`src/sv/three_button_long_press_combo_assert.svh`:
```
// Assertion macros shared by the three-button long-press detector RTL.
// Every macro samples on the given clock and is disabled while reset is low.
`ifndef THREE_BUTTON_LONG_PRESS_COMBO_ASSERT_SVH
`define THREE_BUTTON_LONG_PRESS_COMBO_ASSERT_SVH

// A property that must hold at every sampled clock edge outside reset.
`define TBLPC_ASSERT(label, clk, rst_n, prop, msg) \
  label: assert property (@(posedge clk) disable iff (!rst_n) (prop)) else $error(msg);

// When the antecedent holds, the consequent must hold in the following cycle.
`define TBLPC_ASSERT_NEXT(label, clk, rst_n, ante, cons, msg) \
  label: assert property (@(posedge clk) disable iff (!rst_n) (ante) |=> (cons)) \
    else $error(msg);

`endif

```
`src/sv/tblpc_pkg.sv`:
```
// Shared constants and types for the three-button long-press detector.
// No dependencies; all files but the assertion header import this package.
`default_nettype none

package tblpc_pkg;

  localparam int NUM_BUTTONS = 3;
  localparam int BTN_IDX_W   = 2;
  localparam int TIME_W      = 32;
  localparam int DEB_W       = 16;
  localparam int MODE_W      = 2;
  localparam int KIND_W      = 2;

  // Per-button machine codes.
  localparam logic [MODE_W-1:0] MODE_OFF     = 2'd0;
  localparam logic [MODE_W-1:0] MODE_PENDING = 2'd1;
  localparam logic [MODE_W-1:0] MODE_ON      = 2'd2;
  localparam logic [MODE_W-1:0] MODE_PRESSED = 2'd3;

  // Event kinds.
  localparam logic [KIND_W-1:0] EVT_NONE   = 2'd0;
  localparam logic [KIND_W-1:0] EVT_SINGLE = 2'd1;
  localparam logic [KIND_W-1:0] EVT_PAIR   = 2'd2;

  // Configuration port.
  localparam int CFG_IDX_W  = 2;
  localparam int CFG_DATA_W = 32;
  localparam logic [CFG_IDX_W-1:0] CFG_ENABLED_MASK = 2'd0;
  localparam logic [CFG_IDX_W-1:0] CFG_DEBOUNCE     = 2'd1;
  localparam logic [CFG_IDX_W-1:0] CFG_LONG_PRESS   = 2'd2;

  localparam logic [NUM_BUTTONS-1:0] RST_ENABLED_MASK = 3'd7;
  localparam logic [DEB_W-1:0]       RST_DEBOUNCE     = 16'd50;
  localparam logic [TIME_W-1:0]      RST_LONG_PRESS   = 32'd1000;

  // What one button machine reports to the event logic for the current beat.
  typedef struct packed {
    logic [MODE_W-1:0] mode_d;
    logic              hit;
  } btn_status_t;

endpackage

`default_nettype wire

```
`src/sv/tblpc_if.sv`:
```
// Valid/ready channel interfaces for samples and events of the detector.
// Depends on tblpc_pkg for field widths.
`default_nettype none

interface tblpc_in_if;
  import tblpc_pkg::*;

  logic                   valid;
  logic                   ready;
  logic [NUM_BUTTONS-1:0] pressed_bits;
  logic [TIME_W-1:0]      now_ms;

  modport source (output valid, output pressed_bits, output now_ms, input ready);
  modport sink   (input valid, input pressed_bits, input now_ms, output ready);
endinterface

interface tblpc_out_if;
  import tblpc_pkg::*;

  logic                 valid;
  logic                 ready;
  logic [KIND_W-1:0]    event_kind;
  logic [BTN_IDX_W-1:0] first_button;
  logic [BTN_IDX_W-1:0] second_button;

  modport source (output valid, output event_kind, output first_button,
                  output second_button, input ready);
  modport sink   (input valid, input event_kind, input first_button,
                  input second_button, output ready);
endinterface

`default_nettype wire

```
`src/sv/tblpc_button.sv`:
```
// One debounced button machine with its press timestamp.
// Depends on tblpc_pkg.
`default_nettype none

module tblpc_button (
  input  wire logic                         clk_i,
  input  wire logic                         rst_ni,
  input  wire logic                         advance_i,
  input  wire logic                         enable_i,
  input  wire logic                         pressed_i,
  input  wire logic [tblpc_pkg::TIME_W-1:0] now_i,
  input  wire logic [tblpc_pkg::DEB_W-1:0]  debounce_i,
  input  wire logic [tblpc_pkg::TIME_W-1:0] long_press_i,
  output tblpc_pkg::btn_status_t            status_o
);
  import tblpc_pkg::*;

  logic [MODE_W-1:0] mode_q, mode_d;
  logic [TIME_W-1:0] stamp_q, stamp_d;
  logic [TIME_W-1:0] held;
  logic              past_debounce;
  logic              past_long;
  logic              hit;

  assign held          = now_i - stamp_q;
  assign past_debounce = held > {{(TIME_W-DEB_W){1'b0}}, debounce_i};
  assign past_long     = held > long_press_i;

  always_comb begin
    mode_d  = mode_q;
    stamp_d = stamp_q;
    hit     = 1'b0;
    if (!enable_i) begin
      mode_d  = MODE_OFF;
      stamp_d = '0;
    end else if (pressed_i) begin
      unique case (mode_q)
        MODE_OFF: begin
          mode_d  = MODE_PENDING;
          stamp_d = now_i;
        end
        MODE_PENDING: begin
          if (past_debounce) mode_d = MODE_ON;
        end
        MODE_ON: begin
          if (past_long) begin
            mode_d = MODE_PRESSED;
            hit    = 1'b1;
          end
        end
        default: ;
      endcase
    end else begin
      unique case (mode_q)
        MODE_PENDING: begin
          if (past_debounce) begin
            mode_d  = MODE_OFF;
            stamp_d = '0;
          end
        end
        default: begin
          mode_d  = MODE_OFF;
          stamp_d = '0;
        end
      endcase
    end
  end

  always_ff @(posedge clk_i or negedge rst_ni) begin
    if (!rst_ni) begin
      mode_q  <= MODE_OFF;
      stamp_q <= '0;
    end else if (advance_i) begin
      mode_q  <= mode_d;
      stamp_q <= stamp_d;
    end
  end

  assign status_o.mode_d = mode_d;
  assign status_o.hit    = hit;

endmodule

`default_nettype wire

```
`src/sv/three_button_long_press_combo.sv`:
```
// Top level of the three-button long-press and two-button combo detector.
// Depends on tblpc_pkg, the channel interfaces in tblpc_if and tblpc_button.
//
//   channel   dir  handshake          payload
//   in_bus    in   valid/ready        pressed_bits[2:0], now_ms[31:0]
//   out_bus   out  valid/ready        event_kind[1:0], first_button[1:0],
//                                     second_button[1:0]
//   cfg       in   cfg_we_i (no wait) cfg_index_i[1:0], cfg_wdata_i[31:0]
//
// One sample beat is accepted per cycle while the output is not stalled, and each
// produces exactly one event beat. A beat is latched in an input register, then the
// three button machines and the event choice run in one pass into the output
// register, from which the event beat is offered. The button state advances only
// as a beat moves into the output register, so a stalled output freezes the
// machines and in_bus.ready drops once both registers are full and the output beat
// is not taken. Reset clears the machines and loads the register defaults; no
// clearing pass is needed.
`default_nettype none

`include "three_button_long_press_combo_assert.svh"

module three_button_long_press_combo (
  input  wire logic                              clk_i,
  input  wire logic                              rst_ni,
  tblpc_in_if.sink                               in_bus,
  tblpc_out_if.source                            out_bus,
  input  wire logic                              cfg_we_i,
  input  wire logic [tblpc_pkg::CFG_IDX_W-1:0]   cfg_index_i,
  input  wire logic [tblpc_pkg::CFG_DATA_W-1:0]  cfg_wdata_i
);
  import tblpc_pkg::*;

  // Configuration registers.
  logic [NUM_BUTTONS-1:0] enabled_mask_q;
  logic [DEB_W-1:0]       debounce_q;
  logic [TIME_W-1:0]      long_press_q;

  always_ff @(posedge clk_i or negedge rst_ni) begin
    if (!rst_ni) begin
      enabled_mask_q <= RST_ENABLED_MASK;
      debounce_q     <= RST_DEBOUNCE;
      long_press_q   <= RST_LONG_PRESS;
    end else if (cfg_we_i) begin
      unique case (cfg_index_i)
        CFG_ENABLED_MASK: enabled_mask_q <= cfg_wdata_i[NUM_BUTTONS-1:0];
        CFG_DEBOUNCE:     debounce_q     <= cfg_wdata_i[DEB_W-1:0];
        CFG_LONG_PRESS:   long_press_q   <= cfg_wdata_i[TIME_W-1:0];
        default: ;  // Writes to unused indexes are dropped.
      endcase
    end
  end

  // Input register and the handshake of the two stages.
  logic                   s1_valid_q;
  logic [NUM_BUTTONS-1:0] s1_bits_q;
  logic [TIME_W-1:0]      s1_now_q;
  logic                   out_valid_q;
  logic                   advance;
  logic                   in_fire;

  // The input stage moves on when the output register is empty or draining.
  assign advance      = s1_valid_q && (!out_valid_q || out_bus.ready);
  assign in_bus.ready = !s1_valid_q || advance;
  assign in_fire      = in_bus.valid && in_bus.ready;

  always_ff @(posedge clk_i or negedge rst_ni) begin
    if (!rst_ni) begin
      s1_valid_q <= 1'b0;
    end else if (in_bus.ready) begin
      s1_valid_q <= in_bus.valid;
    end
  end

  always_ff @(posedge clk_i) begin
    if (in_fire) begin
      s1_bits_q <= in_bus.pressed_bits;
      s1_now_q  <= in_bus.now_ms;
    end
  end

  // The three button machines update side by side from the latched sample.
  btn_status_t status [NUM_BUTTONS];

  for (genvar g = 0; g < NUM_BUTTONS; g++) begin : g_btn
    tblpc_button u_button (
      .clk_i        (clk_i),
      .rst_ni       (rst_ni),
      .advance_i    (advance),
      .enable_i     (enabled_mask_q[g]),
      .pressed_i    (s1_bits_q[g]),
      .now_i        (s1_now_q),
      .debounce_i   (debounce_q),
      .long_press_i (long_press_q),
      .status_o     (status[g])
    );
  end

  // Event choice. The highest button that reached long press wins; its
  // partner is the lowest other button that is on or pressed after this
  // sample. A partner that is only on suppresses the event.
  logic                 win_found;
  logic [BTN_IDX_W-1:0] win_idx;
  logic                 partner_found;
  logic                 partner_pressed;
  logic [BTN_IDX_W-1:0] partner_idx;
  logic [KIND_W-1:0]    kind_d;
  logic [BTN_IDX_W-1:0] first_d, second_d;

  always_comb begin
    win_found = 1'b0;
    win_idx   = '0;
    for (int k = 0; k < NUM_BUTTONS; k++) begin
      if (status[k].hit) begin
        win_found = 1'b1;
        win_idx   = BTN_IDX_W'(k);
      end
    end

    partner_found   = 1'b0;
    partner_pressed = 1'b0;
    partner_idx     = '0;
    for (int k = NUM_BUTTONS - 1; k >= 0; k--) begin
      if (BTN_IDX_W'(k) != win_idx &&
          (status[k].mode_d == MODE_ON || status[k].mode_d == MODE_PRESSED)) begin
        partner_found   = 1'b1;
        partner_pressed = (status[k].mode_d == MODE_PRESSED);
        partner_idx     = BTN_IDX_W'(k);
      end
    end

    kind_d   = EVT_NONE;
    first_d  = '0;
    second_d = '0;
    if (win_found) begin
      if (!partner_found) begin
        kind_d  = EVT_SINGLE;
        first_d = win_idx;
      end else if (partner_pressed) begin
        kind_d   = EVT_PAIR;
        first_d  = win_idx;
        second_d = partner_idx;
      end
    end
  end

  // Output register.
  logic [KIND_W-1:0]    kind_q;
  logic [BTN_IDX_W-1:0] first_q, second_q;

  always_ff @(posedge clk_i or negedge rst_ni) begin
    if (!rst_ni) begin
      out_valid_q <= 1'b0;
    end else if (advance) begin
      out_valid_q <= 1'b1;
    end else if (out_bus.ready) begin
      out_valid_q <= 1'b0;
    end
  end

  always_ff @(posedge clk_i) begin
    if (advance) begin
      kind_q   <= kind_d;
      first_q  <= first_d;
      second_q <= second_d;
    end
  end

  assign out_bus.valid         = out_valid_q;
  assign out_bus.event_kind    = kind_q;
  assign out_bus.first_button  = first_q;
  assign out_bus.second_button = second_q;

  // A latched sample that cannot move on must still be there next cycle.
  `TBLPC_ASSERT_NEXT(a_s1_held, clk_i, rst_ni, s1_valid_q && !advance, s1_valid_q,
                     "latched sample lost while stalled")
  // No event means both button fields are zero.
  `TBLPC_ASSERT(a_none_zero, clk_i, rst_ni,
                !out_valid_q || kind_q != EVT_NONE || (first_q == '0 && second_q == '0),
                "button fields set without an event")
  // A single press carries no partner.
  `TBLPC_ASSERT(a_single_no_partner, clk_i, rst_ni,
                !out_valid_q || kind_q != EVT_SINGLE || second_q == '0,
                "single press reports a partner")
  // A two-button event names two different buttons.
  `TBLPC_ASSERT(a_pair_distinct, clk_i, rst_ni,
                !out_valid_q || kind_q != EVT_PAIR || first_q != second_q,
                "two-button event names one button twice")

endmodule

`default_nettype wire

```
`src/flat_wrapper.sv`:
```
// flat-port wrapper written by rule: the top's interface ports become plain ports
module three_button_long_press_combo_flat import tblpc_pkg::*;
  (clk_i, rst_ni, cfg_we_i, cfg_index_i, cfg_wdata_i, in_bus_valid, in_bus_pressed_bits, in_bus_now_ms, in_bus_ready, out_bus_valid, out_bus_event_kind, out_bus_first_button, out_bus_second_button, out_bus_ready);
  tblpc_in_if in_bus_i ();
  tblpc_out_if out_bus_i ();
  input  wire logic clk_i;
  input  wire logic rst_ni;
  input  wire logic cfg_we_i;
  input  wire logic [tblpc_pkg::CFG_IDX_W-1:0] cfg_index_i;
  input  wire logic [tblpc_pkg::CFG_DATA_W-1:0] cfg_wdata_i;
  input wire logic [$bits(in_bus_i.valid)-1:0] in_bus_valid;
  input wire logic [$bits(in_bus_i.pressed_bits)-1:0] in_bus_pressed_bits;
  input wire logic [$bits(in_bus_i.now_ms)-1:0] in_bus_now_ms;
  output wire logic [$bits(in_bus_i.ready)-1:0] in_bus_ready;
  output wire logic [$bits(out_bus_i.valid)-1:0] out_bus_valid;
  output wire logic [$bits(out_bus_i.event_kind)-1:0] out_bus_event_kind;
  output wire logic [$bits(out_bus_i.first_button)-1:0] out_bus_first_button;
  output wire logic [$bits(out_bus_i.second_button)-1:0] out_bus_second_button;
  input wire logic [$bits(out_bus_i.ready)-1:0] out_bus_ready;
  assign in_bus_i.valid = in_bus_valid;
  assign in_bus_i.pressed_bits = in_bus_pressed_bits;
  assign in_bus_i.now_ms = in_bus_now_ms;
  assign in_bus_ready = in_bus_i.ready;
  assign out_bus_valid = out_bus_i.valid;
  assign out_bus_event_kind = out_bus_i.event_kind;
  assign out_bus_first_button = out_bus_i.first_button;
  assign out_bus_second_button = out_bus_i.second_button;
  assign out_bus_i.ready = out_bus_ready;
  three_button_long_press_combo u_core (.clk_i(clk_i), .rst_ni(rst_ni), .in_bus(in_bus_i), .out_bus(out_bus_i), .cfg_we_i(cfg_we_i), .cfg_index_i(cfg_index_i), .cfg_wdata_i(cfg_wdata_i));
endmodule
```
`config.mk`:
```
export PLATFORM = sky130hd
export DESIGN_NAME = three_button_long_press_combo_flat
export DESIGN_NICKNAME = d
export VERILOG_FILES = /design/src/sv/tblpc_pkg.sv /design/src/sv/tblpc_if.sv /design/src/sv/tblpc_button.sv /design/src/sv/three_button_long_press_combo.sv /design/src/flat_wrapper.sv
export VERILOG_INCLUDE_DIRS = /design/src /design/src/sv
export SDC_FILE = /design/constraint.sdc
export NUM_CORES = 1
export LEC_CHECK = 0
export ABC_CLOCK_PERIOD_IN_PS = 5000
export BUFFER_PORTS_ARGS = -buffer_cell sky130_fd_sc_hd__buf_2
export CORE_UTILIZATION = 50
export DETAILED_ROUTE_END_ITERATION = 10
export GPL_ROUTABILITY_DRIVEN = 1
export PLACE_DENSITY_LB_ADDON = 0.1
export SLEW_MARGIN = 40
export SYNTH_ARGS = -nofsm -noshare
export SYNTH_HDL_FRONTEND = slang
export SYNTH_SLANG_ARGS = --single-unit
```
`constraint.sdc`:
```
create_clock -name clk_i -period 5 [get_ports clk_i]
set_input_delay 1 -clock clk_i [delete_from_list [all_inputs] [get_ports clk_i]]
set_output_delay 1 -clock clk_i [all_outputs]
set_load 0.05 [all_outputs]
```
==> out/metrics.yaml, run 1 <==
timing:
  unrepaired_setup_endpoints_after_global_routing: "true"
  slew_viol_final: 0
  slew_headroom_pct: 45.0
  timing.final.setup_violations: 23
  finalWorstSetupSlack_ps: -101
  maxClockFrequency_mhz: 196
  worst_pin_slew_ps: 823
  whs_ps: 501
  final.period_utilization_pct: 102
  final_period_minus_worst_setup_slack_ps: 5100
  fin_skew_ps: 20.1
  final-hold-violation-count: 0
  fin_setup_tns_ps: -595
synth:
  async_reset_ff_share_pct: 79.1
  avgSynthCellArea_um2: 9.20
  synthDistinctLibCells: 97
  synth_common_cells: "237 x sky130_fd_sc_hd__ha_1, 178 x sky130_fd_sc_hd__inv_1, 143 x sky130_fd_sc_hd__a21oi_1, 143 x sky130_fd_sc_hd__dfrtp_1, 102 x sky130_fd_sc_hd__nand2_1"
  synth_largest_area_cell: "sky130_fd_sc_hd__dfrtp_1"
  synth-seq-cells: 196
  syn_inst: 1816
  mappedNetlistArea_mm2: 0.0167
  netlist_top_cells_area: "sky130_fd_sc_hd__dfrtp_1 21%, sky130_fd_sc_hd__ha_1 18%, sky130_fd_sc_hd__edfxtp_1 7.4%, sky130_fd_sc_hd__a22o_1 5.1%, sky130_fd_sc_hd__a21oi_1 4.3%"
  ys_warn_count: 0
  syn-num-nets: 2130
  synthDominantCellAreaShare_pct: 21.4
  main_flop_type_after_synthesis: "sky130_fd_sc_hd__dfrtp_1"
  synth.most_common_cell: "sky130_fd_sc_hd__ha_1"
  synth-seq-area-share_pct: 30.7
  number_of_enable_type_register_cells_in_the_synthesized_netlist: 41
floorplanning:
  design.portCount: 82
  rows: 66
  initial_utilization_pct: 51.1
  design.core.area_mm2: 0.0327
  fp.dieH_um: 185
  die_area_mm2: 0.0341
  die_width_um: 185
grt:
  grt_first_pass_wirelength_um: 83600
  grt-ovfl-total: 0
  grt_antenna_before_repair: 0
  pin_count_of_the_biggest_net_entering_global_routing: 79
  grt_use_total_pct: 32.8
  first_global_vias: 15117
detailed_routing:
  drt_drc_violations_left: 0
  final_antenna_net_count: 0
  post_drt_wl_per_cell_um: 21.7
  drt_pre_antenna_iters: 7
  via_count: 15845
  wirelength_um: 56700
  initialDrtViolationCount: 1204
  detail_route.vias_per_cell: 6.05
setup_path:
  reg2reg_from: "u_core.s1_now_q[0]"
  crit-reg2reg-capture: "u_core.out_bus.first_button[0]"
  startpoint_of_the_worst_setup_timing_path: "u_core.s1_now_q[0]"
  cp_data_required_time_ps: 5220
  critPathArrivalTime_ps: 5320
  timing.critical_path.from_type: "flop"
  reg2regPathDepth: 27
  timing.critical_path.fanout_max: 3
  worst_setup_path_end_kind: "flop"
  worst-setup-path-type: "reg2reg"
  internal_reg_to_reg_setup_slack_ps: -100
cts:
  clk_pin_slew_ps: 80
  cts_max_path_buffers: 2
  cts_tree: "built"
  clock_insertion_delay_worst_skew_ps: 480
  cts_inserted_buffers: 17
  numClockSinks: 196
  ctsRootBufferMaster: "sky130_fd_sc_hd__clkbuf_16"
  cts_htree_levels: 4
finish:
  layout.cell_area.non_filler_mm2: 0.0218
  syn2layout_area_growth_pct: 30.3
  diodes: 0
  fill_cells: 2697
  final_layout_size_suffix_gt1_share_pct: 30.9
  layout.nets: 2479
  utilization_pct: 66.6
worst_hold_path:
  hp-start: "u_core.s1_valid_q"
  worst_hold_path.endpoint: "u_core.out_bus.valid"
  worst_hold_path_type: "reg2reg"
  worst_hold_path.num_cells: 1
power:
  netSwitchingPower_mw: 3.79
  logic_pwr_share_pct: 60.1
  netSwitchingFraction_pct: 43.0
  power-per-cell-area_mw_per_mm2: 406
  vdd_drop_max_mv: 0.529
  seq_power_share_pct: 23.3
  intPower_mw: 5.04
  clockPowerShare_pct: 16.6
  post-layout-total-power_mw: 8.83
  power_leakage_nw: 9.80
run_status:
  failing_checks: "negative setup slack"
  outcome: "finished with violations"
placed_design:
  numPortBuffers: 81
  place_hpwl_um: 42000
  dpl-instance-area_mm2: 0.0192
  place_congestion: 0.990
flow_run:
  maxCapViolations: 0
## worst max-delay path, cell delays in order, from the launching register on
cell and delay, ps:
sky130_fd_sc_hd__edfxtp_1 400, sky130_fd_sc_hd__inv_2 110, sky130_fd_sc_hd__buf_4 120, sky130_fd_sc_hd__ha_4 140, sky130_fd_sc_hd__inv_2 40, sky130_fd_sc_hd__fa_2 350
sky130_fd_sc_hd__a21oi_2 190, sky130_fd_sc_hd__buf_4 140, sky130_fd_sc_hd__o221a_4 190, sky130_fd_sc_hd__o31a_1 240, sky130_fd_sc_hd__o41ai_4 130, sky130_fd_sc_hd__a21oi_4 230
sky130_fd_sc_hd__mux2i_2 280, sky130_fd_sc_hd__nand2_1 110, sky130_fd_sc_hd__ha_1 310, sky130_fd_sc_hd__nand4_1 110, sky130_fd_sc_hd__nor2_2 220, sky130_fd_sc_hd__and3_4 230
sky130_fd_sc_hd__a311oi_4 130, sky130_fd_sc_hd__buf_4 160, sky130_fd_sc_hd__buf_4 120, sky130_fd_sc_hd__buf_4 110, sky130_fd_sc_hd__inv_1 60, sky130_fd_sc_hd__o22ai_1 90
sky130_fd_sc_hd__nor2_1 170, sky130_fd_sc_hd__nand2_1 100, sky130_fd_sc_hd__buf_4 140, sky130_fd_sc_hd__o221a_1 220
## worst max-delay path by stage
stage	depth (start not counted)	slack, ps	to
2_1_floorplan	21	5	u_core.out_bus.first_button[0]
3_3_place_gp	21	-520	u_core.out_bus.first_button[1]
3_5_place_dp	21	-560	u_core.out_bus.first_button[1]
4_1_cts	29	-140	u_core.g_btn[2].u_button.stamp_q[0]
5_1_grt	25	-290	u_core.out_bus.first_button[1]
6_report	27	-100	u_core.out_bus.first_button[0]
## metrics by stage
stage          worst slack [ps]  cells
2_1_floorplan              5.49   1816
3_3_place_gp               -521   2514
3_5_place_dp               -558   2514
4_1_cts                    -143   2592
5_1_grt                    -287   2620
6_report                   -101   2620
## state kept, by name (all words and copies together), names as in the netlist
name	cells
u_core.debounce_q	16
u_core.enabled_mask_q	3
u_core.g_btn.u_button.mode_q	6
u_core.g_btn.u_button.stamp_q	96
u_core.long_press_q	32
u_core.out_bus.event_kind	2
u_core.out_bus.first_button	2
u_core.out_bus.second_button	2
u_core.out_bus.valid	1
u_core.s1_bits_q	3
u_core.s1_now_q	32
u_core.s1_valid_q	1
## power groups by stage
stage	combinational [mW]	clock [mW]	sequential, mW
after floorplan	2.77	0	2.02
after global placement	4.39	0	2.07
after detailed placement	4.49	0	2.08
after CTS	4.82	1.49	2.05
after global routing	5.78	1.55	2.09
final	5.31	1.47	2.06
## area by class of cell
class / count / area (µm²) / area share, %
Multi-Input combinational cell: 1379 / 11800 / 54.1
Sequential cell: 196 / 5120 / 23.5
Timing Repair Buffer: 392 / 3020 / 13.9
Inverter: 179 / 672 / 3.09
Tap cell: 442 / 553 / 2.54
Clock buffer: 18 / 450 / 2.07
Clock inverter: 14 / 158 / 0.724
## metal layers
layer  part of all wire (%)  track usage (%)
met1                     46             44.8
met2                     44             50.3
met3                    6.9             7.41
met4                    3.4             12.6
met5                      0                0
## layout by cell type, fill, tap and decap left out, types with 72 or more instances in the layout
master                      n
sky130_fd_sc_hd__nand2_1  100
sky130_fd_sc_hd__buf_2     80
sky130_fd_sc_hd__ha_1     211
sky130_fd_sc_hd__o21ai_0   84
sky130_fd_sc_hd__dfrtp_1  143
sky130_fd_sc_hd__nor2_1    72
sky130_fd_sc_hd__a21oi_1  129
sky130_fd_sc_hd__a22o_1    97
sky130_fd_sc_hd__buf_4    287
sky130_fd_sc_hd__inv_1    174
## kinds of logic after synthesis
group / count (synthesis) / share of synthesized area, %
mux: 57 / 3.80
buf+inv: 241 / 6.02
compound gates: 567 / 23.4
fa+ha+maj: 240 / 18.1
flops: 196 / 30.7
simple gates: 441 / 14.1
xor+xnor: 74 / 3.88
## timing repair
| item | 4_1_cts | 5_1_grt |
|---|---|---|
| setup endpoints to repair | 105 | 107 |
| resized for setup | 105 | 115 |
| pin swaps | 66 | 80 |
| cloned | 5 | 4 |
| hold buffers | 0 | 0 |
| buffers inserted | 42 | 28 |
Power figures use the tool's default switching activity.
==> inputs of run 2 (changes only) <==
--- a/config.mk
+++ b/config.mk
@@ -6,7 +6,7 @@
 export SDC_FILE = /design/constraint.sdc
 export NUM_CORES = 1
 export LEC_CHECK = 0
-export ABC_CLOCK_PERIOD_IN_PS = 5000
+export ABC_CLOCK_PERIOD_IN_PS = 4300
 export BUFFER_PORTS_ARGS = -buffer_cell sky130_fd_sc_hd__buf_2
 export CORE_UTILIZATION = 50
 export DETAILED_ROUTE_END_ITERATION = 10
==> constraint.sdc (replaced) <==
create_clock -name clk_i -period 4.3 [get_ports clk_i]
set_input_delay 0.86 -clock clk_i [delete_from_list [all_inputs] [get_ports clk_i]]
set_output_delay 0.86 -clock clk_i [all_outputs]
set_load 0.05 [all_outputs]
==> run 2 against run 1 <==
Against the previous run:
- the run still ends with negative setup slack left
- routed wire length is 5.5% higher
- combinational power rose by 27%
- register-to-register slack got worse by 790 ps
- non-clock buffer count grew 247
- via count increased by 6.1%
- first-iteration DRC count up 13%
- sequential share of layout area shrank 1.6 points
- cell area increased by 7.1%
- fmax shrank 1.7%
- global-route usage grew 2.6 points
- setup slack lost 790 ps
- highest routed layer unchanged
==> out/metrics.yaml, run 2 (synthesis gave the netlist of run 1 again) <==
worst_hold_path:
  worst_hold_path_type: "in2async"
cts:
  numClockSinks: 196  # unchanged
  clk_pin_slew_ps: 80  # about the same
  cts_htree_levels: 4  # unchanged
  cts_inserted_buffers: 17  # unchanged
  holdBufCountCts: 0  # unchanged
  clock_insertion_delay_worst_skew_ps: 470  # about the same
  cts_max_path_buffers: 2  # unchanged
  cts_tree: "built"
  ctsRootBufferMaster: "sky130_fd_sc_hd__clkbuf_16"
grt:
  pin_count_of_the_biggest_net_entering_global_routing: 81  # +2.5%
  globalRouteMet1Util_pct: 49.6  # +4.8 points
  grt.met3_usage_pct: 5.05  # -2.4 points
  busiest_layer: "met2"
  grtUsageMet2_pct: 55.1  # +4.8 points
  first_global_vias: 16593  # +9.8%
  grt_use_total_pct: 35.4  # +2.6 points
  grt_antenna_before_repair: 1  # +1
  grt-ovfl-total: 0  # unchanged
  grt_first_pass_wirelength_um: 90700  # +8.6%
detailed_routing:
  post_drt_wl_per_cell_um: 20.9  # -3.6%
  final_antenna_net_count: 0  # unchanged
  via_count: 16810  # +6.1%
  detail_route.vias_per_cell: 5.86  # -3.0%
  drt_pre_antenna_iters: 6  # -1
  initialDrtViolationCount: 1356  # +13%
  drt_drc_violations_left: 0  # unchanged
  wirelength_um: 59900  # +5.5%
setup_path:
  timing.critical_path.from_type: "flop"
  cp_data_required_time_ps: 4510  # -710 ps
  timing.critical_path.fanout_max: 5  # +2
  worst-setup-path-type: "reg2reg"
  critPathArrivalTime_ps: 5400  # +80 ps
  worst_setup_path_end_kind: "flop"
timing:
  slew_viol_final: 0  # unchanged
  final-hold-violation-count: 0  # unchanged
  whs_ps: 421  # -79.1 ps
  maxClockFrequency_mhz: 193  # -1.7%
  fin_setup_tns_ps: -78180  # -77,580 ps
  timing.final.setup_violations: 108  # +370%
  finalWorstSetupSlack_ps: -891  # -790 ps
  worst_pin_slew_ps: 701  # -122 ps
  final.period_utilization_pct: 121  # +19 points
  final_period_minus_worst_setup_slack_ps: 5190  # +89.9 ps
  slew_headroom_pct: 52.9  # +8.0 points
  unrepaired_setup_endpoints_after_global_routing: "true"
  fin_skew_ps: 17.3  # -2.87 ps
power:
  logic_pwr_share_pct: 62.9  # +2.8 points
  vdd_drop_max_mv: 0.384  # -27%
  clockPowerShare_pct: 14.8  # -1.8 points
  seq_power_share_pct: 22.3  # -1.0 points
  post-layout-total-power_mw: 10.7  # +21%
  intPower_mw: 6.20  # +23%
  power-per-cell-area_mw_per_mm2: 458  # +13%
  power_leakage_nw: 11.0  # +12%
  netSwitchingPower_mw: 4.49  # +18%
  netSwitchingFraction_pct: 42.0  # -0.99 points
finish:
  fill_cells: 2558  # -5.2%
  diodes: 0  # unchanged
  largest-register: "u_core.g_btn.u_button.stamp_q"
  final_layout_size_suffix_gt1_share_pct: 36.7  # +5.8 points
  layout.nets: 2726  # +10%
  layout.cell_area.non_filler_mm2: 0.0233  # +7.1%
  largest_registers: "u_core.g_btn.u_button.stamp_q: 96 flops, u_core.long_press_q: 32 flops, u_core.s1_now_q: 32 flops"
  layout_common_cells: "529 x sky130_fd_sc_hd__buf_4, 220 x sky130_fd_sc_hd__ha_1, 175 x sky130_fd_sc_hd__inv_1"
  final-instance-count-excl-fill: 2867  # +9.4%
  utilization_pct: 71.3  # +4.7 points
  final_common_cell: "sky130_fd_sc_hd__buf_4"
  syn2layout_area_growth_pct: 39.5
  number_of_flip_flops_in_the_largest_register: 96  # unchanged
placed_design:
  dpl-instance-area_mm2: 0.0213  # +11%
  place_hpwl_um: 45300  # +7.9%
  post-place-cells: 2779  # +11%
  dpl_worst_slack_ps: -1170  # -608 ps
  place_congestion: 0.988  # -0.19%
  numPortBuffers: 81  # unchanged
floorplanning:
  fp.dieH_um: 185  # unchanged
  die_area_mm2: 0.0341  # unchanged
  die_width_um: 185  # unchanged
  initial_utilization_pct: 51.1  # unchanged
  design.core.area_mm2: 0.0327  # unchanged
  rows: 66  # unchanged
  design.portCount: 82  # unchanged
flow_run:
  maxCapViolations: 0  # unchanged
run_status:
  outcome: "finished with violations"
  failing_checks: "negative setup slack"
## run 2: cell count changes in the layout (fill, tap and decap cells not counted), sizes merged
cell,previous run,this run
buf,386,637
clkinv,5,6
bufinv,1,0
inv,186,184
clkbuf,24,22
## run 2: final timing paths
path / depth (start not counted) / from / slack [ps] / endpoint
worst max-delay path: 23 / u_core.s1_now_q[0] / -890 / u_core.out_bus.first_button[0]
worst min register to register: 1 / u_core.g_btn[1].u_button.stamp_q[23] / 500 / u_core.g_btn[1].u_button.stamp_q[23]
max in group asynchronous: 2 / rst_ni / 3020 / u_core.g_btn[2].u_button.stamp_q[21]
worst min-delay path: 1 / rst_ni / 420 / u_core.debounce_q[3]
min in group clk_i: 1 / u_core.g_btn[1].u_button.stamp_q[23] / 500 / u_core.g_btn[1].u_button.stamp_q[23]
worst max register to register: 23 / u_core.s1_now_q[0] / -890 / u_core.out_bus.first_button[0]
## run 2: repair_timing
action / 4_1_cts / 5_1_grt
setup buffers: 36 / 19
cloned: 8 / 1
pin swaps: 47 / 66
gates resized for setup: 93 / 86
setup endpoints to repair: 108 / 108
## run 2: critical path, stage by stage (launching register included)
cell and delay, ps:
sky130_fd_sc_hd__edfxtp_1 400, sky130_fd_sc_hd__inv_2 90, sky130_fd_sc_hd__buf_6 100, sky130_fd_sc_hd__ha_4 120, sky130_fd_sc_hd__inv_2 40, sky130_fd_sc_hd__fa_2 380
sky130_fd_sc_hd__a21o_2 230, sky130_fd_sc_hd__a221o_1 400, sky130_fd_sc_hd__nand3_2 120, sky130_fd_sc_hd__nand2_2 70, sky130_fd_sc_hd__xor2_2 150, sky130_fd_sc_hd__ha_1 300
sky130_fd_sc_hd__and3_1 160, sky130_fd_sc_hd__and4_1 190, sky130_fd_sc_hd__nand4_1 100, sky130_fd_sc_hd__and4_1 170, sky130_fd_sc_hd__a221o_1 360, sky130_fd_sc_hd__nor3_2 120
sky130_fd_sc_hd__or4bb_4 490, sky130_fd_sc_hd__nor4_4 250, sky130_fd_sc_hd__buf_4 180, sky130_fd_sc_hd__or3_4 150, sky130_fd_sc_hd__nand3_4 100, sky130_fd_sc_hd__o221a_1 260
## run 2: power groups by stage
stage          Combinational, mW  Sequential, mW  Clock [mW]
2_1_floorplan               3.24            2.35           0
3_3_place_gp                5.80            2.39           0
3_5_place_dp                5.93            2.40           0
4_1_cts                     6.34            2.38        1.61
5_1_grt                     7.29            2.41        1.68
6_report                    6.72            2.38        1.58
## run 2: per-layer routing
metal,wire length (µm),up-vias,part of all wire [%]
li1,-,7976,-
met1,27700,8112,46
met2,26400,623,44
met3,3870,99,6.5
met4,1860,0,3.1
met5,0,-,0
## run 2: area by class of cell
type / count / area, µm² / share of cell area [%]
inverters: 179 / 672 / 2.88
clock inverters: 12 / 113 / 0.483
flip-flops and latches: 196 / 5120 / 22.0
multi-input cells: 1379 / 11500 / 49.4
well taps: 442 / 553 / 2.37
repair buffers: 639 / 4900 / 21.0
clock buffers: 20 / 447 / 1.92
==> inputs of run 3 (changes only) <==
--- a/config.mk
+++ b/config.mk
@@ -9,6 +9,7 @@
 export ABC_CLOCK_PERIOD_IN_PS = 4300
 export BUFFER_PORTS_ARGS = -buffer_cell sky130_fd_sc_hd__buf_2
 export CORE_UTILIZATION = 50
+export CTS_BUF_LIST = sky130_fd_sc_hd__clkbuf_16
 export DETAILED_ROUTE_END_ITERATION = 10
 export GPL_ROUTABILITY_DRIVEN = 1
 export PLACE_DENSITY_LB_ADDON = 0.1
==> run 3 against run 2 <==
Against the previous run:
- the run still ends with negative setup slack left
- utilization decreased by 0.42 points
- sequential cell count stayed put
- cell area decreased by 0.59%
- setup slack got worse by 14 ps
- critical path depth unchanged
- combinational power shrank 1%
- clock skew increased by 1.2 ps
- first-iteration DRC count down 6.0%
- sequential share of layout area is 0.13 points higher
- worst hold slack got worse by 1.0 ps
- critical path type unchanged
- critical endpoint unchanged
- largest power group unchanged
- highest routed layer unchanged
==> out/metrics.yaml, run 3 (synthesis gave the netlist of run 1 again) <==
setup_path:
  timing.critical_path.fanout_max: 5  # unchanged
  slowest_cell_on_the_critical_path: "sky130_fd_sc_hd__or4bb_4"
  worst_setup_path_end_kind: "flop"
  timing.critical_path.from_type: "flop"
  internal_reg_to_reg_setup_slack_ps: -900  # about the same
  critical-path-max-stage-delay_ps: 490  # about the same
  critPathArrivalTime_ps: 5420  # +20 ps
  crit_path_cell_trace: "inv_2 -> buf_4 -> buf_6 -> ha_4 -> inv_2 -> fa_2 -> a21o_2 -> a221o_1 -> buf_4 -> a41oi_2 -> xnor2_1 -> ha_1 -> a211oi_1 -> and3_1 -> o21ai_0 -> a221o_1 -> nor3_2 -> or4bb_4 -> nor4_4 -> buf_4 -> or3_4 -> nand3_4 -> o221a_1"
  worst-setup-path-type: "reg2reg"
  path_common_cell: "sky130_fd_sc_hd__buf_4"
  cp_data_required_time_ps: 4510  # about the same
  path_delay_family: "compound AO/OA/AOI/OAI gates"
  crit_buf_inv: 6  # +2
grt:
  grt_use_total_pct: 35.6  # +0.17 points
  grt-ovfl-total: 0  # unchanged
  grt_antenna_before_repair: 1  # unchanged
  pin_count_of_the_biggest_net_entering_global_routing: 81  # unchanged
  grt_first_pass_wirelength_um: 91000  # +0.32%
  first_global_vias: 16610  # +0.10%
finish:
  fill_cells: 2593  # +1.4%
  final-instance-count-excl-fill: 2867  # unchanged
  final_common_cell: "sky130_fd_sc_hd__buf_4"
  syn2layout_area_growth_pct: 38.7
  diodes: 0  # unchanged
  number_of_flip_flops_in_the_largest_register: 96  # unchanged
  largest-register: "u_core.g_btn.u_button.stamp_q"
  largest_registers: "u_core.g_btn.u_button.stamp_q: 96 flops, u_core.long_press_q: 32 flops, u_core.s1_now_q: 32 flops"
  layout.cell_area.non_filler_mm2: 0.0232  # -0.59%
  layout.nets: 2726  # unchanged
  layout_common_cells: "530 x sky130_fd_sc_hd__buf_4, 222 x sky130_fd_sc_hd__ha_1, 177 x sky130_fd_sc_hd__inv_1"
  final_layout_size_suffix_gt1_share_pct: 36.4  # -0.37 points
run_status:
  outcome: "finished with violations"
  failing_checks: "negative setup slack"
placed_design:
  place_congestion: 0.988  # unchanged
  dpl-instance-area_mm2: 0.0213  # unchanged
  place_hpwl_um: 45300  # unchanged
  post-place-cells: 2779  # unchanged
  numPortBuffers: 81  # unchanged
cts:
  numClockSinks: 196  # unchanged
  clk_pin_slew_ps: 80  # about the same
  cts_max_path_buffers: 2  # unchanged
  ctsRootBufferMaster: "sky130_fd_sc_hd__clkbuf_16"
  clock_insertion_delay_worst_skew_ps: 470  # about the same
  cts_tree: "built"
  holdBufCountCts: 0  # unchanged
  cts_htree_levels: 4  # unchanged
  cts_inserted_buffers: 17  # unchanged
power:
  post-layout-total-power_mw: 10.6  # -0.92%
  power_leakage_nw: 10.9  # -0.22%
  power-per-cell-area_mw_per_mm2: 457  # -0.33%
  vdd_drop_max_mv: 0.382  # -0.61%
floorplanning:
  fp.dieH_um: 185  # unchanged
  initial_utilization_pct: 51.1  # unchanged
  die_area_mm2: 0.0341  # unchanged
  die_width_um: 185  # unchanged
  design.portCount: 82  # unchanged
  design.core.area_mm2: 0.0327  # unchanged
  rows: 66  # unchanged
timing:
  maxClockFrequency_mhz: 192  # -0.26%
  final.period_utilization_pct: 121  # +0.32 points
  final-hold-violation-count: 0  # unchanged
  unrepaired_setup_endpoints_after_global_routing: "true"
  slew_viol_final: 0  # unchanged
  finalWorstSetupSlack_ps: -904  # -13.6 ps
  fin_skew_ps: 18.5  # +1.20 ps
  timing.final.setup_violations: 108  # unchanged
  worst_pin_slew_ps: 704  # +3.14 ps
  slew_headroom_pct: 53.1  # +0.13 points
  final_period_minus_worst_setup_slack_ps: 5200  # +13.6 ps
detailed_routing:
  drt_pre_antenna_iters: 6  # unchanged
  post_drt_wl_per_cell_um: 20.9  # +0.16%
  final_antenna_net_count: 0  # unchanged
  detail_route.vias_per_cell: 5.85  # -0.21%
  initialDrtViolationCount: 1275  # -6.0%
  via_count: 16774  # -0.21%
  wirelength_um: 60000  # +0.16%
  drt_drc_violations_left: 0  # unchanged
worst_hold_path:
  worst_hold_path_type: "in2async"
flow_run:
  maxCapViolations: 0  # unchanged
-- run 3: changes by cell type in the layout (fill, tap and decap cells not counted), moves of 2 or more --
cell,change
sky130_fd_sc_hd__o21ai_0,+2
sky130_fd_sc_hd__o21ai_1,-2
sky130_fd_sc_hd__xnor2_1,+2
sky130_fd_sc_hd__inv_1,+2
sky130_fd_sc_hd__clkbuf_1,-2
sky130_fd_sc_hd__ha_1,+2
sky130_fd_sc_hd__buf_6,-2
sky130_fd_sc_hd__ha_4,-2
-- run 3: power by group --
group,internal [mW],switching [mW]
combinational,3.21,3.43
clock,0.755,0.806
sequential,2.18,0.210
total,6.14,4.45
-- run 3: timing repair --
item / 4_1_cts / 5_1_grt
setup buffers: 39 / 16
pin swaps: 50 / 62
gates resized for setup: 104 / 54
cloned: 9 / 0
setup endpoints to repair: 108 / 108
-- run 3: metrics by stage --
step	setup slack, ps	setup TNS [ps]	utilization [%]	hold slack, ps
6_report	-904	-76250	70.9	420
5_1_grt	-1090	-97060	70.9	475
4_1_cts	-916	-75090	70.0	456
3_5_place_dp	-1170	-92270	65.0	482
3_3_place_gp	-1030	-80850	65.0	482
2_1_floorplan	-373	-11450	-	457
-- run 3: area by class of cell --
class                      instances  area, µm²  share of cell area (%)
clock buffer                      17        425                    1.84
clock inverter                    15        124                   0.535
inverter                         179        672                    2.90
multi-input combinational       1379      11400                    49.1
sequential                       196       5120                    22.1
tap                              442        553                    2.39
timing repair buffer             639       4890                    21.1
-- run 3: final timing paths --
| check | startpoint | to | cells past startpoint |
|---|---|---|---|
| max in group asynchronous | rst_ni | u_core.g_btn[2].u_button.stamp_q[21] | 2 |
| min in group clk_i | u_core.g_btn[1].u_button.stamp_q[23] | u_core.g_btn[1].u_button.stamp_q[23] | 1 |
| worst min-delay path | rst_ni | u_core.debounce_q[3] | 1 |
| worst min register to register | u_core.g_btn[1].u_button.stamp_q[23] | u_core.g_btn[1].u_button.stamp_q[23] | 1 |
| worst max-delay path | u_core.s1_now_q[0] | u_core.out_bus.first_button[0] | 23 |
| worst max register to register | u_core.s1_now_q[0] | u_core.out_bus.first_button[0] | 23 |
-- run 3: layer usage --
layer | part of all wire (%) | up-vias | wire length, µm | GRT usage, %
li1 | - | 7981 | - | -
met1 | 46 | 8124 | 27800 | 49.9
met2 | 45 | 590 | 26700 | 55.9
met3 | 6.3 | 79 | 3770 | 4.66
met4 | 2.8 | 0 | 1660 | 13.0
met5 | 0 | - | 0 | 0
